[src/design/spd_pkg.sv]
`default_nettype none

package spd_pkg;

   // Framing bytes and the descriptor/field pairs that the parser recognizes.
   localparam logic [7:0] SYNC_FIRST   = 8'h75;
   localparam logic [7:0] SYNC_SECOND  = 8'h65;
   localparam logic [7:0] DESC_EULER   = 8'h82;
   localparam logic [7:0] FIELD_EULER  = 8'h05;
   localparam logic [7:0] DESC_COMMAND = 8'h01;
   localparam logic [7:0] FIELD_REPLY  = 8'hF1;

   // Payload byte positions of the Euler record.
   localparam logic [7:0] POS_FIELD      = 8'd1;
   localparam logic [7:0] POS_ANGLE_LO   = 8'd2;
   localparam logic [7:0] POS_FLAGS_LO   = 8'd14;
   localparam logic [7:0] POS_FLAGS_HI   = 8'd15;

   localparam int ANGLE_COUNT = 3;

   typedef enum logic [6:0] {
      PH_HUNT1 = 7'b0000001,
      PH_HUNT2 = 7'b0000010,
      PH_DESC  = 7'b0000100,
      PH_LEN   = 7'b0001000,
      PH_BODY  = 7'b0010000,
      PH_CK1   = 7'b0100000,
      PH_CK2   = 7'b1000000
   } spd_phase_type;

   typedef enum logic [1:0] {
      KIND_EULER   = 2'd0,
      KIND_REPLY   = 2'd1,
      KIND_OTHER   = 2'd2,
      KIND_UNKNOWN = 2'd3
   } spd_kind_type;

endpackage

`default_nettype wire

[src/design/sensor_packet_deframer.sv]
// Byte-serial deframer for sync/length framed sensor packets.
// The req_ channel carries one received link byte per transaction. The parser
// hunts for the sync pair 0x75 0x65, reads a descriptor and a length byte, then
// consumes the payload and a two-byte trailer. A Fletcher-16 style pair of
// running sums covers the header and payload and is compared to the trailer.
// The rsp_ channel carries one transaction per finished packet: the kind and
// checksum status in tuser, the header codes, Euler angles and flags in tdata.
// Each byte needs a single pass of next-state logic between the parser
// registers, so one byte is accepted in every clock cycle except for the stall
// below; a result appears in the cycle after its last trailer byte is accepted.
// A finished result sits in the output register while further bytes keep
// flowing in; only the last trailer byte of the next packet waits if the
// receiver has still not taken the previous result.
// A synchronous reset returns the parser to the hunt for the first sync byte
// and empties the output register. A packet with a bad checksum is still
// reported, with checksum_ok low.
`default_nettype none

module sensor_packet_deframer (
   input  wire logic           clock,
   input  wire logic           reset,
   input  wire logic           req_tvalid,
   output logic                req_tready,
   input  wire logic [7:0]     req_tdata,   // [7:0] rx_byte
   output logic                rsp_tvalid,
   input  wire logic           rsp_tready,
   output logic [135:0]        rsp_tdata,   // [7:0] descriptor_code, [15:8] field_code,
                                            // [23:16] payload_length, [55:24] roll_bits,
                                            // [87:56] pitch_bits, [119:88] yaw_bits,
                                            // [135:120] status_flags
   output logic [2:0]          rsp_tuser    // [1:0] packet_kind, [2] checksum_ok
);
   import spd_pkg::*;

   // Parser state.
   spd_phase_type phase_ff, phase_in;
   logic [7:0]    pos_ff, pos_in;
   logic [7:0]    length_ff, length_in;
   logic [7:0]    desc_ff, desc_in;
   logic [7:0]    field_ff, field_in;
   logic [7:0]    sum_a_ff, sum_a_in;
   logic [7:0]    sum_b_ff, sum_b_in;
   logic [7:0]    trailer_ff, trailer_in;
   logic [31:0]   angle_ff [ANGLE_COUNT];
   logic [31:0]   angle_in [ANGLE_COUNT];
   logic [15:0]   flags_ff, flags_in;

   // Output register.
   logic          rsp_valid_ff, rsp_valid_in;
   logic [1:0]    kind_ff;
   logic          ck_ok_ff;
   logic [7:0]    out_desc_ff, out_field_ff, out_length_ff;
   logic [31:0]   out_roll_ff, out_pitch_ff, out_yaw_ff;
   logic [15:0]   out_flags_ff;

   logic          req_fire;
   logic          emit;
   logic [7:0]    rx;
   logic [7:0]    add_a;
   logic [7:0]    add_b;
   logic [8:0]    pos_next;
   logic [7:0]    angle_off;
   logic [1:0]    angle_idx;
   spd_kind_type  kind;
   logic          ck_ok;

   assign rx       = req_tdata;
   // The last trailer byte needs the output register; it waits only while the
   // previous result is still pending.
   assign req_tready = (phase_ff != PH_CK2) || !rsp_valid_ff;
   assign req_fire = req_tvalid && req_tready;
   assign emit     = req_fire && (phase_ff == PH_CK2);

   // One step of the running sums: A += byte, B += new A.
   assign add_a    = sum_a_ff + rx;
   assign add_b    = sum_b_ff + add_a;
   assign pos_next = {1'b0, pos_ff} + 9'd1;
   assign angle_off = pos_ff - POS_ANGLE_LO;
   assign angle_idx = angle_off[3:2];

   always_comb begin
      priority if (desc_ff == DESC_EULER && field_ff == FIELD_EULER) begin
         kind = KIND_EULER;
      end else if (desc_ff == DESC_COMMAND && field_ff == FIELD_REPLY) begin
         kind = KIND_REPLY;
      end else if (desc_ff == DESC_EULER || desc_ff == DESC_COMMAND) begin
         kind = KIND_OTHER;
      end else begin
         kind = KIND_UNKNOWN;
      end
   end

   assign ck_ok = (trailer_ff == sum_a_ff) && (rx == sum_b_ff);

   always_comb begin
      phase_in   = phase_ff;
      pos_in     = pos_ff;
      length_in  = length_ff;
      desc_in    = desc_ff;
      field_in   = field_ff;
      sum_a_in   = sum_a_ff;
      sum_b_in   = sum_b_ff;
      trailer_in = trailer_ff;
      angle_in   = angle_ff;
      flags_in   = flags_ff;
      if (req_fire) begin
         unique case (phase_ff)
            PH_HUNT1: begin
               if (rx == SYNC_FIRST) begin
                  sum_a_in = SYNC_FIRST;
                  sum_b_in = SYNC_FIRST;
                  phase_in = PH_HUNT2;
               end
            end
            PH_HUNT2: begin
               priority if (rx == SYNC_SECOND) begin
                  sum_a_in = add_a;
                  sum_b_in = add_b;
                  phase_in = PH_DESC;
               end else if (rx == SYNC_FIRST) begin
                  // A repeated first sync byte restarts the sums.
                  sum_a_in = SYNC_FIRST;
                  sum_b_in = SYNC_FIRST;
               end else begin
                  phase_in = PH_HUNT1;
               end
            end
            PH_DESC: begin
               sum_a_in = add_a;
               sum_b_in = add_b;
               desc_in  = rx;
               field_in = '0;
               for (int i = 0; i < ANGLE_COUNT; i++) begin
                  angle_in[i] = '0;
               end
               flags_in = '0;
               phase_in = PH_LEN;
            end
            PH_LEN: begin
               sum_a_in  = add_a;
               sum_b_in  = add_b;
               length_in = rx;
               pos_in    = '0;
               phase_in  = (rx == 8'd0) ? PH_CK1 : PH_BODY;
            end
            PH_BODY: begin
               sum_a_in = add_a;
               sum_b_in = add_b;
               priority if (pos_ff == POS_FIELD) begin
                  field_in = rx;
               end else if (pos_ff >= POS_ANGLE_LO && pos_ff < POS_FLAGS_LO) begin
                  angle_in[angle_idx] = {angle_ff[angle_idx][23:0], rx};
               end else if (pos_ff == POS_FLAGS_LO || pos_ff == POS_FLAGS_HI) begin
                  flags_in = {flags_ff[7:0], rx};
               end else begin
                  // Payload byte 0 and bytes beyond the flags word only feed
                  // the checksum.
               end
               pos_in = pos_next[7:0];
               if (pos_next >= {1'b0, length_ff}) begin
                  phase_in = PH_CK1;
               end
            end
            PH_CK1: begin
               trailer_in = rx;
               phase_in   = PH_CK2;
            end
            PH_CK2: begin
               pos_in   = '0;
               phase_in = PH_HUNT1;
            end
            default: begin
               phase_in = PH_HUNT1;
            end
         endcase
      end
   end

   always_comb begin
      rsp_valid_in = rsp_valid_ff;
      if (rsp_valid_ff && rsp_tready) begin
         rsp_valid_in = 1'b0;
      end
      if (emit) begin
         rsp_valid_in = 1'b1;
      end
   end

   always_ff @(posedge clock) begin
      if (reset) begin
         phase_ff     <= PH_HUNT1;
         rsp_valid_ff <= 1'b0;
      end else begin
         phase_ff     <= phase_in;
         rsp_valid_ff <= rsp_valid_in;
      end
   end

   always_ff @(posedge clock) begin
      pos_ff     <= pos_in;
      length_ff  <= length_in;
      desc_ff    <= desc_in;
      field_ff   <= field_in;
      sum_a_ff   <= sum_a_in;
      sum_b_ff   <= sum_b_in;
      trailer_ff <= trailer_in;
      angle_ff   <= angle_in;
      flags_ff   <= flags_in;
   end

   // Result capture; angles and flags are reported only for Euler packets.
   always_ff @(posedge clock) begin
      if (emit) begin
         kind_ff       <= kind;
         ck_ok_ff      <= ck_ok;
         out_desc_ff   <= desc_ff;
         out_field_ff  <= field_ff;
         out_length_ff <= length_ff;
         if (kind == KIND_EULER) begin
            out_roll_ff  <= angle_ff[0];
            out_pitch_ff <= angle_ff[1];
            out_yaw_ff   <= angle_ff[2];
            out_flags_ff <= flags_ff;
         end else begin
            out_roll_ff  <= '0;
            out_pitch_ff <= '0;
            out_yaw_ff   <= '0;
            out_flags_ff <= '0;
         end
      end
   end

   assign rsp_tvalid = rsp_valid_ff;
   assign rsp_tuser  = {ck_ok_ff, kind_ff};
   assign rsp_tdata  = {out_flags_ff, out_yaw_ff, out_pitch_ff, out_roll_ff,
                        out_length_ff, out_field_ff, out_desc_ff};

`ifndef NO_ASSERTIONS
   a_emit_fills: assert property (@(posedge clock) disable iff (reset)
      emit |=> rsp_valid_ff)
      else $error("last trailer byte did not produce a result");

   a_rsp_from_trailer: assert property (@(posedge clock) disable iff (reset)
      $rose(rsp_valid_ff) |-> $past(emit))
      else $error("result appeared without a finished packet");

   a_body_in_range: assert property (@(posedge clock) disable iff (reset)
      (phase_ff == PH_BODY) |-> (pos_ff < length_ff))
      else $error("payload position ran past the length");

   a_non_euler_zero: assert property (@(posedge clock) disable iff (reset)
      (rsp_valid_ff && kind_ff != KIND_EULER) |-> (rsp_tdata[135:24] == '0))
      else $error("angle or flag data reported for a non-Euler packet");
`endif

endmodule

`default_nettype wire
[config.mk]
export PLATFORM = sky130hd
export DESIGN_NAME = sensor_packet_deframer
export DESIGN_NICKNAME = d
export VERILOG_FILES = /design/src/design/spd_pkg.sv /design/src/design/sensor_packet_deframer.sv
export SDC_FILE = /design/constraint.sdc
export NUM_CORES = 1
export LEC_CHECK = 0
export ABC_CLOCK_PERIOD_IN_PS = 10820
export BUFFER_PORTS_ARGS = -buffer_cell sky130_fd_sc_hd__buf_2
export CORE_ASPECT_RATIO = 1.1
export CORE_MARGIN = 5
export CORE_UTILIZATION = 49
export DETAILED_ROUTE_END_ITERATION = 10
export PLACE_DENSITY = 0.79
export SLEW_MARGIN = 20
export SYNTH_ARGS = -nofsm -noshare
export SYNTH_HDL_FRONTEND = slang
export SYNTH_SLANG_ARGS = --single-unit
export TNS_END_PERCENT = 100
[constraint.sdc]
create_clock -name clock -period 10.82 [get_ports clock]
set_clock_uncertainty 0.1 [all_clocks]
set_input_delay 0.541 -clock clock [delete_from_list [all_inputs] [get_ports clock]]
set_output_delay 0.541 -clock clock [all_outputs]
set_load 0.005 [all_outputs]
==> results.py, run 1 <==
metrics = {
    "routing": {
        "wl_met3_microns": 2000,
        "num_vias": 8714,
        "dr.first_iter.drc_count": 786,
        "viasPerCell": 5.36,
        "met1_length_microns": 12700,
        "wl_met2_microns": 14000,
        "highest_layer": "met4",
        "ant_nets": 0,
        "routed_wl_microns": 29400,
        "drt_pass1_iterations": 5,
        "avgRoutedWirePerCell_microns": 18.1,
        "drc_errors": 0,
    },
    "die": {
        "start_util": 0.496,
        "die-area_sq_um": 31600,
        "ioPinCount": 153,
        "die_h_microns": 186,
        "core_sq_um": 27800,
        "die_w_microns": 170,
        "num_rows": 64,
    },
    "critical_path": {
        "crit_arrival_ns": 3.97,
        "critPathLaunchType": "register",
        "cp.required_ns": 10.89,
        "crit_type": "register to register",
        "r2r-start": "phase_ff[4]",
        "rrSetupSlack_ns": 6.92,
        "endpoint_kind": "register",
        "r2r_cells": 7,
        "reg2reg_to": "out_pitch_ff[17]",
        "worst-path-max-fanout": 91,
    },
    "synthesis": {
        "ys_seq_elements": 315,
        "synthesis.nets": 1148,
        "synth_seq_area_share": 0.681,
        "syn_avg_cell_area_sq_um": 12.4,
        "synth-edff-count": 307,
        "syn-instance-count": 1107,
        "synthFlopType": "edfxtp_1",
        "synth_area_sq_um": 13800,
        "postSynth.asyncResetShare": 0,
        "ys_types": 67,
        "synth_warnings": 0,
    },
    "timing": {
        "relSlewSlack": 0.272,
        "setup_tns_ns": 0,
        "worstMarginPinSlew_ns": 1.09,
        "drv_slew": 0,
        "hold_viol": 0,
        "holdWs_ns": 0.176,
        "setup_viol": 0,
        "fmax_mhz": 256,
        "fin_crit_ns": 3.90,
        "rsz0062_at_grt": "no",
        "timing.final.crit_share": 0.360,
    },
    "cts": {
        "cts_setup_buffers": 0,
        "cts.htree.levels": 1,
        "root_buffer": "clkbuf_16",
        "cts-resized-gates": 0,
        "cts_hold_buf": 0,
        "cts_tree": "built",
        "cts_inserted_buffers": 30,
        "path_clk_slew_ns": 0.06,
        "clk_latency_ns": 0.55,
        "clock_sinks": 315,
        "cts_buffer_depth": 3,
    },
    "pwr": {
        "p_per_area_nw_per_um2": 176,
        "irDropWorstVdd_mv": 0.118,
        "fin_total_pwr_w": 0.00280,
        "p_leak_nw": 6.48,
    },
    "global_routing": {
        "grt_usage": 0.181,
        "grt-ovfl-total": 0,
        "antenna_found_initial": 0,
        "grt_pass1_wl_microns": 45400,
        "grt_max_degree": 111,
        "grt_pass1_vias": 8345,
    },
    "placement": {
        "portBuffers": 152,
        "gp_congestion": 0.883,
        "dpl.hpwl_microns": 19100,
    },
    "min_path": {
        "hold_class": "primary input to register",
        "holdPathEnd": "phase_ff[2]",
        "holdPathStages": 2,
        "worstHoldStart": "reset",
    },
    "layout": {
        "final_cell_mix": "edfxtp_1, nand2_1, buf_2, and2_1, a21oi_1",
        "drive_gt1_frac": 0.187,
        "syn2layout_area_growth_pct": 15.0,
        "nNetsFinal": 1280,
        "layout_commonest_cell": "edfxtp_1",
    },
    "status": {
        "status": "complete, no violations",
    },
    "run": {
        "cap_viol_max_count": 0,
    },
}
-- state kept, by name, indices dropped and copies added, names as in the netlist --
signal and count:
sum_b_ff 8, out_yaw_ff 32, length_ff 8, angle_ff 96
field_ff 8, out_flags_ff 16, rsp_tvalid 1, out_pitch_ff 32
trailer_ff 8, pos_ff 8, desc_ff 8, ck_ok_ff 1
out_desc_ff 8, out_length_ff 8, kind_ff 2, phase_ff 7
flags_ff 16, out_field_ff 8, sum_a_ff 8, out_roll_ff 32
-- critical path, stage by stage (launching register included) --
cell and delay [ns]:
dfxtp_1 0.54, nor3_2 0.15, nand4b_1 0.40, or2_2 0.21, nand2_1 0.38, nor2_4 0.44, buf_4 0.52, buf_6 0.70
-- layer usage --
metal / GRT usage / up-vias
met4: 0.0482 / 0
li1: - / 4197
met2: 0.295 / 300
met1: 0.256 / 4170
met5: 0 / -
met3: 0.0287 / 47
-- synth_stat cells, types with 5 or more instances --
cell type    n  area [sq um]
a21oi_1    119           596
and2_1     131           820
and3_1       8          50.1
buf_2        8          40.0
buf_6        5          56.3
clkbuf_1    43           161
dfxtp_1      8           160
edfxtp_1   307          9220
ha_1        27           338
inv_1       23          86.3
nand2_1    209           785
nand3_1     19          95.1
nand4_1     11          68.8
nor2_1      39           146
nor3_1       8          40.0
nor4_1       7          43.8
o21a_1       5          37.5
o21ai_0     16          80.1
o31ai_1      7          52.6
xnor2_1     25           219
xor2_1       9          78.8
-- per-stage QoR --
step                instances  utilization  instance area [sq um]  worst slack, ns
floorplan                1107            -                  13800             3.22
global placement         1570        0.533                  14800             6.82
detailed placement       1570        0.533                  14800             6.64
CTS                      1625        0.570                  15800             6.61
global route             1625        0.570                  15800             6.58
finish                   1626        0.570                  15900             6.92
-- cells by family (layout without fill, tap and decap cells) --
| group | after synthesis | after routing | synth area share |
|---|---|---|---|
| and+or+nand+nor | 468 | 468 | 0.170 |
| DFF | 315 | 315 | 0.681 |
| AOI/OAI and AO/OA | 173 | 173 | 0.0710 |
| buffers and inverters | 87 | 242 | 0.0284 |
| xor gates and xnor gates | 34 | 34 | 0.0216 |
| adders and majority gates | 29 | 29 | 0.0274 |
| muxes | 1 | 1 | 0.000726 |
| other | 0 | 1 | 0 |
-- power by group --
part | switching, W | internal, W | total [W]
clock | 0.000434 | 0.000644 | 0.00108
sequential | 0.0000312 | 0.00136 | 0.00139
combinational | 0.000186 | 0.000145 | 0.000331
total | 0.000651 | 0.00215 | 0.00280
-- worst max path at each step --
stage | from | end | slack, ns | cells after the start
3_5_place_dp | phase_ff[4] | out_pitch_ff[22] | 6.64 | 7
5_1_grt | phase_ff[4] | out_roll_ff[11] | 6.58 | 7
3_3_place_gp | phase_ff[4] | out_pitch_ff[25] | 6.82 | 7
4_1_cts | phase_ff[4] | out_pitch_ff[5] | 6.61 | 7
6_report | phase_ff[4] | out_pitch_ff[17] | 6.92 | 7
2_1_floorplan | phase_ff[2] | ck_ok_ff | 3.22 | 6
-- final cells by class --
type / count / area (sq um)
Fill cell: 2287 / 11900
Sequential cell: 315 / 9380
Multi-Input combinational cell: 705 / 4050
Clock buffer: 40 / 850
Timing Repair Buffer: 163 / 847
Tap cell: 363 / 454
Clock inverter: 15 / 176
Inverter: 24 / 90.1
Antenna cell: 1 / 2.50
(Power assumes the default switching activity.)
==> run 2: changes to the inputs <==
--- a/config.mk
+++ b/config.mk
@@ -5,7 +5,7 @@
 export SDC_FILE = /design/constraint.sdc
 export NUM_CORES = 1
 export LEC_CHECK = 0
-export ABC_CLOCK_PERIOD_IN_PS = 10820
+export ABC_CLOCK_PERIOD_IN_PS = 3850
 export BUFFER_PORTS_ARGS = -buffer_cell sky130_fd_sc_hd__buf_2
 export CORE_ASPECT_RATIO = 1.1
 export CORE_MARGIN = 5
==> constraint.sdc (replaced) <==
create_clock -name clock -period 3.85 [get_ports clock]
set_clock_uncertainty 0.1 [all_clocks]
set_input_delay 0.1925 -clock clock [delete_from_list [all_inputs] [get_ports clock]]
set_output_delay 0.1925 -clock clock [all_outputs]
set_load 0.005 [all_outputs]
==> run 2 against run 1 <==
Net effect: core utilization rose by 0.58 points; largest cell class unchanged; critical endpoint is now sum_b_ff[7]; wire length rose by 0.19%; via count rose by 1.2%; final area rose by 1.0%; first-iteration DRC count rose by 8.7%; sequential share of layout area fell by 0.60 points; global-route usage barely moved; non-clock buffer count rose by 21; final cell count rose by 1.2%; die area did not move; clock-buffer cell count fell by 2; sequential power rose to 2.8 times the previous value.
==> results.py, run 2 (same netlist as run 1, synthesis figures left out) <==
metrics = {
    "routing": {
        "dr.first_iter.drc_count": 854,
        "routed_wl_microns": 29400,
        "drt_pass1_iterations": 5,
        "avgRoutedWirePerCell_microns": 17.9,
        "drc_errors": 0,
        "ant_nets": 0,
        "num_vias": 8819,
        "viasPerCell": 5.36,
    },
    "cts": {
        "cts.htree.levels": 1,
        "clock_sinks": 315,
        "cts_inserted_buffers": 31,
        "cts_hold_buf": 7,
        "cts_setup_buffers": 0,
        "clk_latency_ns": 0.55,
        "path_clk_slew_ns": 0.06,
        "root_buffer": "clkbuf_16",
        "cts-resized-gates": 0,
        "cts_tree": "built",
        "cts_buffer_depth": 3,
    },
    "global_routing": {
        "antenna_found_initial": 1,
        "grt_usage": 0.181,
        "grt_pass1_wl_microns": 45400,
        "grt_max_degree": 104,
        "grt-ovfl-total": 0,
        "grt_pass1_vias": 8367,
    },
    "timing": {
        "hold_viol": 0,
        "worstMarginPinSlew_ns": 1.06,
        "timing.final.crit_share": 0.925,
        "drv_slew": 0,
        "relSlewSlack": 0.292,
        "rsz0062_at_grt": "no",
        "holdWs_ns": 0.0320,
        "setup_viol": 0,
        "fin_crit_ns": 3.56,
        "fmax_mhz": 281,
        "setup_tns_ns": 0,
    },
    "die": {
        "die-area_sq_um": 31600,
        "num_rows": 64,
        "ioPinCount": 153,
        "start_util": 0.496,
        "core_sq_um": 27800,
        "die_w_microns": 170,
        "die_h_microns": 186,
    },
    "placement": {
        "portBuffers": 152,
        "dpl.hpwl_microns": 18700,
        "placed_cells": 1584,
        "gp_congestion": 0.867,
    },
    "pwr": {
        "p_leak_nw": 6.56,
        "irDropWorstVdd_mv": 0.391,
        "p_per_area_nw_per_um2": 490,
    },
    "layout": {
        "fin_cells": 1645,
        "largest-register": "angle_ff",
        "largest_reg_flops": 96,
        "drive_gt1_frac": 0.190,
        "nNetsFinal": 1302,
        "layout_commonest_cell": "edfxtp_1",
        "fillCellCount": 2224,
        "syn2layout_area_growth_pct": 16.2,
        "diodes": 0,
        "final_cell_mix": "edfxtp_1, nand2_1, buf_2, and2_1, a21oi_1",
    },
    "critical_path": {
        "worst-path-max-fanout": 3,
        "rrSetupSlack_ns": 0.29,
        "critPathLaunchType": "register",
        "crit_arrival_ns": 3.86,
        "cp.required_ns": 4.15,
        "crit_type": "register to register",
        "endpoint_kind": "register",
    },
    "min_path": {
        "hold_class": "primary input to register",
    },
    "status": {
        "status": "complete, no violations",
    },
    "run": {
        "cap_viol_max_count": 0,
    },
}
## run 2: cell count changes in the layout (fill, tap and decap cells not counted), sizes merged
cell / change
buf: +14
clkbuf: -2
clkinv: +2
diode: -1
dlygate4sd3: +7
inv: -1
## run 2: metrics by stage
stage,cell area (sq um),setup WS [ns],power (W),util
after floorplan,13800,0.195,0.00471,-
after global placement,15000,0.372,0.00489,0.538
after detailed placement,15000,0.321,0.00492,0.538
after CTS,16000,0.285,0.00788,0.576
after global routing,16000,0.0910,0.00816,0.576
final,16000,0.290,0.00784,0.576
## run 2: worst max-delay path: stages (launching register included)
cell,delay (ns)
edfxtp_1,0.43
ha_1,0.24
fa_1,0.41
a21o_1,0.18
a21oi_1,0.23
xnor2_1,0.18
ha_1,0.30
inv_1,0.10
o221ai_1,0.14
o41ai_1,0.40
nor3_1,0.08
or4b_1,0.51
o211ai_1,0.10
## run 2: final cells by class
| type | count | area (sq um) | share of cell area |
|---|---|---|---|
| multi-input combinational | 705 | 4050 | 0.253 |
| tap | 363 | 454 | 0.0284 |
| clock buffer | 38 | 802 | 0.0501 |
| timing repair buffer | 184 | 1060 | 0.0660 |
| inverter | 24 | 90.1 | 0.00563 |
| sequential | 315 | 9380 | 0.586 |
| clock inverter | 16 | 185 | 0.0116 |
## run 2: path summary, 6_finish.rpt
kind           startpoint              to  cells after the start
max           sum_a_ff[0]     sum_b_ff[7]                     12
min          req_tdata[0]   trailer_ff[0]                      2
max reg2reg   sum_a_ff[0]     sum_b_ff[7]                     12
min reg2reg    desc_ff[6]  out_desc_ff[6]                      0
## run 2: per-layer routing
| metal | vias up | routed length (microns) | global-route usage |
|---|---|---|---|
| met5 | - | 0 | 0 |
| met4 | 0 | 615 | 0.0447 |
| met2 | 339 | 14000 | 0.298 |
| li1 | 4232 | - | - |
| met1 | 4193 | 12600 | 0.255 |
| met3 | 55 | 2260 | 0.0276 |
## run 2: power by group
group	leakage [nW]	internal (W)	total [W]	switching, W
clock network	0.481	0.00174	0.00297	0.00123
logic	3.00	0.000434	0.000964	0.000531
registers	3.08	0.00381	0.00391	0.0000936
==> run 3: changes to the inputs <==
--- a/config.mk
+++ b/config.mk
@@ -9,9 +9,10 @@
 export BUFFER_PORTS_ARGS = -buffer_cell sky130_fd_sc_hd__buf_2
 export CORE_ASPECT_RATIO = 1.1
 export CORE_MARGIN = 5
-export CORE_UTILIZATION = 49
+export CORE_UTILIZATION = 40
+export CTS_CLUSTER_DIAMETER = 30
 export DETAILED_ROUTE_END_ITERATION = 10
-export PLACE_DENSITY = 0.79
+export PLACE_DENSITY = 0.68
 export SLEW_MARGIN = 20
 export SYNTH_ARGS = -nofsm -noshare
 export SYNTH_HDL_FRONTEND = slang
==> run 3 against run 2 <==
Net effect: sequential share of layout area fell by 4.6 points; critical path depth did not move; hold slack worse by 0.00082 ns; core utilization shrank 6.7 points; final cell count rose by 8.4%; global-route usage is 1.8 points lower; sequential cell count unchanged; wire length is 7.1% higher; register-to-register slack worse by 0.08 ns; worst setup slack worse by 0.083 ns; fmax decreased by 2.3%; largest cell class unchanged; largest power group is now the clock network; highest routed layer unchanged.
==> results.py, run 3 (same netlist as run 1, synthesis figures left out) <==
metrics = {
    "status": {
        "status": "complete, no violations",
    },
    "timing": {
        "fmax_mhz": 274,
        "hold_viol": 0,
        "timing.final.crit_share": 0.946,
        "worstMarginPinSlew_ns": 1.12,
        "relSlewSlack": 0.256,
        "setup_viol": 0,
        "drv_slew": 0,
        "setup_tns_ns": 0,
        "rsz0062_at_grt": "no",
        "fin_crit_ns": 3.64,
    },
    "placement": {
        "portBuffers": 152,
        "dpl.hpwl_microns": 19200,
        "gp_congestion": 0.885,
    },
    "die": {
        "num_rows": 71,
        "die_w_microns": 187,
        "start_util": 0.404,
        "die_h_microns": 205,
        "die-area_sq_um": 38300,
        "ioPinCount": 153,
        "core_sq_um": 34100,
    },
    "pwr": {
        "swShare": 0.235,
        "pwr-share-seq": 0.372,
        "p_clk_frac": 0.536,
        "switching_power_w": 0.00247,
        "combPwrFrac": 0.092,
        "irDropWorstVdd_mv": 0.468,
        "p_leak_nw": 7.15,
        "p_per_area_nw_per_um2": 606,
        "intPower_w": 0.00805,
    },
    "critical_path": {
        "crit_type": "register to register",
        "crit_arrival_ns": 4.00,
        "critPathBufInv": 1,
        "rrSetupSlack_ns": 0.21,
        "reg2reg_to": "phase_ff[4]",
        "critPathLaunchType": "register",
        "worst-path-stages": 12,
        "worst-path-max-fanout": 8,
        "endpoint_kind": "register",
        "cp.required_ns": 4.20,
        "slowest_delay_ns": 0.55,
        "crit_top_cell": "ha_1",
        "r2r_cells": 12,
        "r2r-start": "pos_ff[0]",
        "slowest_stage": "dlygate4sd3_1",
        "path_cells": "ha_1 -> nand3_1 -> nor2_1 -> xor2_1 -> ha_1 -> a21o_1 -> a22o_1 -> a2111oi_1 -> o21ai_1 -> nand4_1 -> a21oi_1 -> dlygate4sd3_1",
        "path_delay_family": "compound AO/OA/AOI/OAI gates",
    },
    "routing": {
        "dr.first_iter.drc_count": 954,
        "viasPerCell": 5.01,
        "drc_errors": 0,
        "drt_pass1_iterations": 5,
        "ant_nets": 0,
        "routed_wl_microns": 31500,
        "num_vias": 8932,
        "avgRoutedWirePerCell_microns": 17.7,
    },
    "run": {
        "cap_viol_max_count": 0,
    },
    "layout": {
        "nNetsFinal": 1333,
        "largest_reg_flops": 96,
        "diodes": 0,
        "utilization": 0.509,
        "final_cell_mix": "edfxtp_1, nand2_1, buf_2, and2_1, a21oi_1",
        "drive_gt1_frac": 0.231,
        "layout_commonest_cell": "edfxtp_1",
        "syn2layout_area_growth_pct": 26.0,
        "largest-register": "angle_ff",
    },
    "cts": {
        "cts.htree.levels": 3,
        "cts_buffer_depth": 3,
        "clock_sinks": 315,
        "path_clk_slew_ns": 0.05,
        "clk_latency_ns": 0.56,
        "cts_inserted_buffers": 66,
        "cts_tree": "built",
        "root_buffer": "clkbuf_16",
    },
    "global_routing": {
        "grt_pass1_wl_microns": 49800,
        "grt-ovfl-total": 0,
        "antenna_found_initial": 1,
        "grt_usage": 0.163,
        "grt_pass1_vias": 9039,
        "grt_max_degree": 140,
    },
    "min_path": {
        "holdPathStages": 2,
        "hold_class": "primary input to register",
        "worstHoldStart": "req_tdata[0]",
        "holdPathEnd": "desc_ff[0]",
    },
}
## run 3: layer usage
metal | global-route usage | up-vias | wire length (microns)
li1 | - | 4335 | -
met1 | 0.223 | 4259 | 13900
met2 | 0.256 | 300 | 15000
met3 | 0.0448 | 38 | 2290
met4 | 0.0465 | 0 | 428
met5 | 0 | - | 0
## run 3: worst max path at each step
stage	start	end	slack [ns]
2_1_floorplan	phase_ff[0]	ck_ok_ff	0.19
3_3_place_gp	sum_a_ff[0]	sum_b_ff[7]	0.35
5_1_grt	pos_ff[0]	phase_ff[4]	0.02
6_report	pos_ff[0]	phase_ff[4]	0.21
4_1_cts	pos_ff[0]	phase_ff[4]	0.09
3_5_place_dp	sum_a_ff[0]	sum_b_ff[7]	0.27
## run 3: power by group through the flow
stage	Combinational [W]	Sequential [W]	Clock, W
final	0.000968	0.00392	0.00564
after floorplan	0.000777	0.00394	0
after global routing	0.00108	0.00393	0.00595
after CTS	0.000967	0.00392	0.00575
after global placement	0.000935	0.00398	0
after detailed placement	0.000957	0.00398	0
## run 3: final cells by class
| cell class | count | area (sq um) |
|---|---|---|
| inverter | 24 | 90.1 |
| clock buffer | 74 | 1770 |
| tap | 438 | 548 |
| sequential | 315 | 9380 |
| fill | 2981 | 16700 |
| timing repair buffer | 180 | 1020 |
| multi-input combinational | 705 | 4050 |
| clock inverter | 47 | 503 |
## run 3: metrics by stage
step | power [W] | hold slack, ns | instance area [sq um] | worst slack [ns] | cells
final | 0.0105 | 0.0312 | 17400 | 0.207 | 1783
after global routing | 0.0110 | 0.0278 | 17400 | 0.0174 | 1783
after CTS | 0.0106 | 0.00195 | 17300 | 0.0871 | 1781
after detailed placement | 0.00494 | 0.342 | 15000 | 0.266 | 1655
after global placement | 0.00491 | 0.327 | 15000 | 0.348 | 1655
after floorplan | 0.00471 | 0.162 | 13800 | 0.195 | 1107
## run 3: repair_timing
item | CTS | global route
hold buffers | 5 | 1
hold endpoints to repair | 14 | 3
setup endpoints to repair | 0 | 1
setup buffers | 0 | 1
resized for setup | 0 | 3
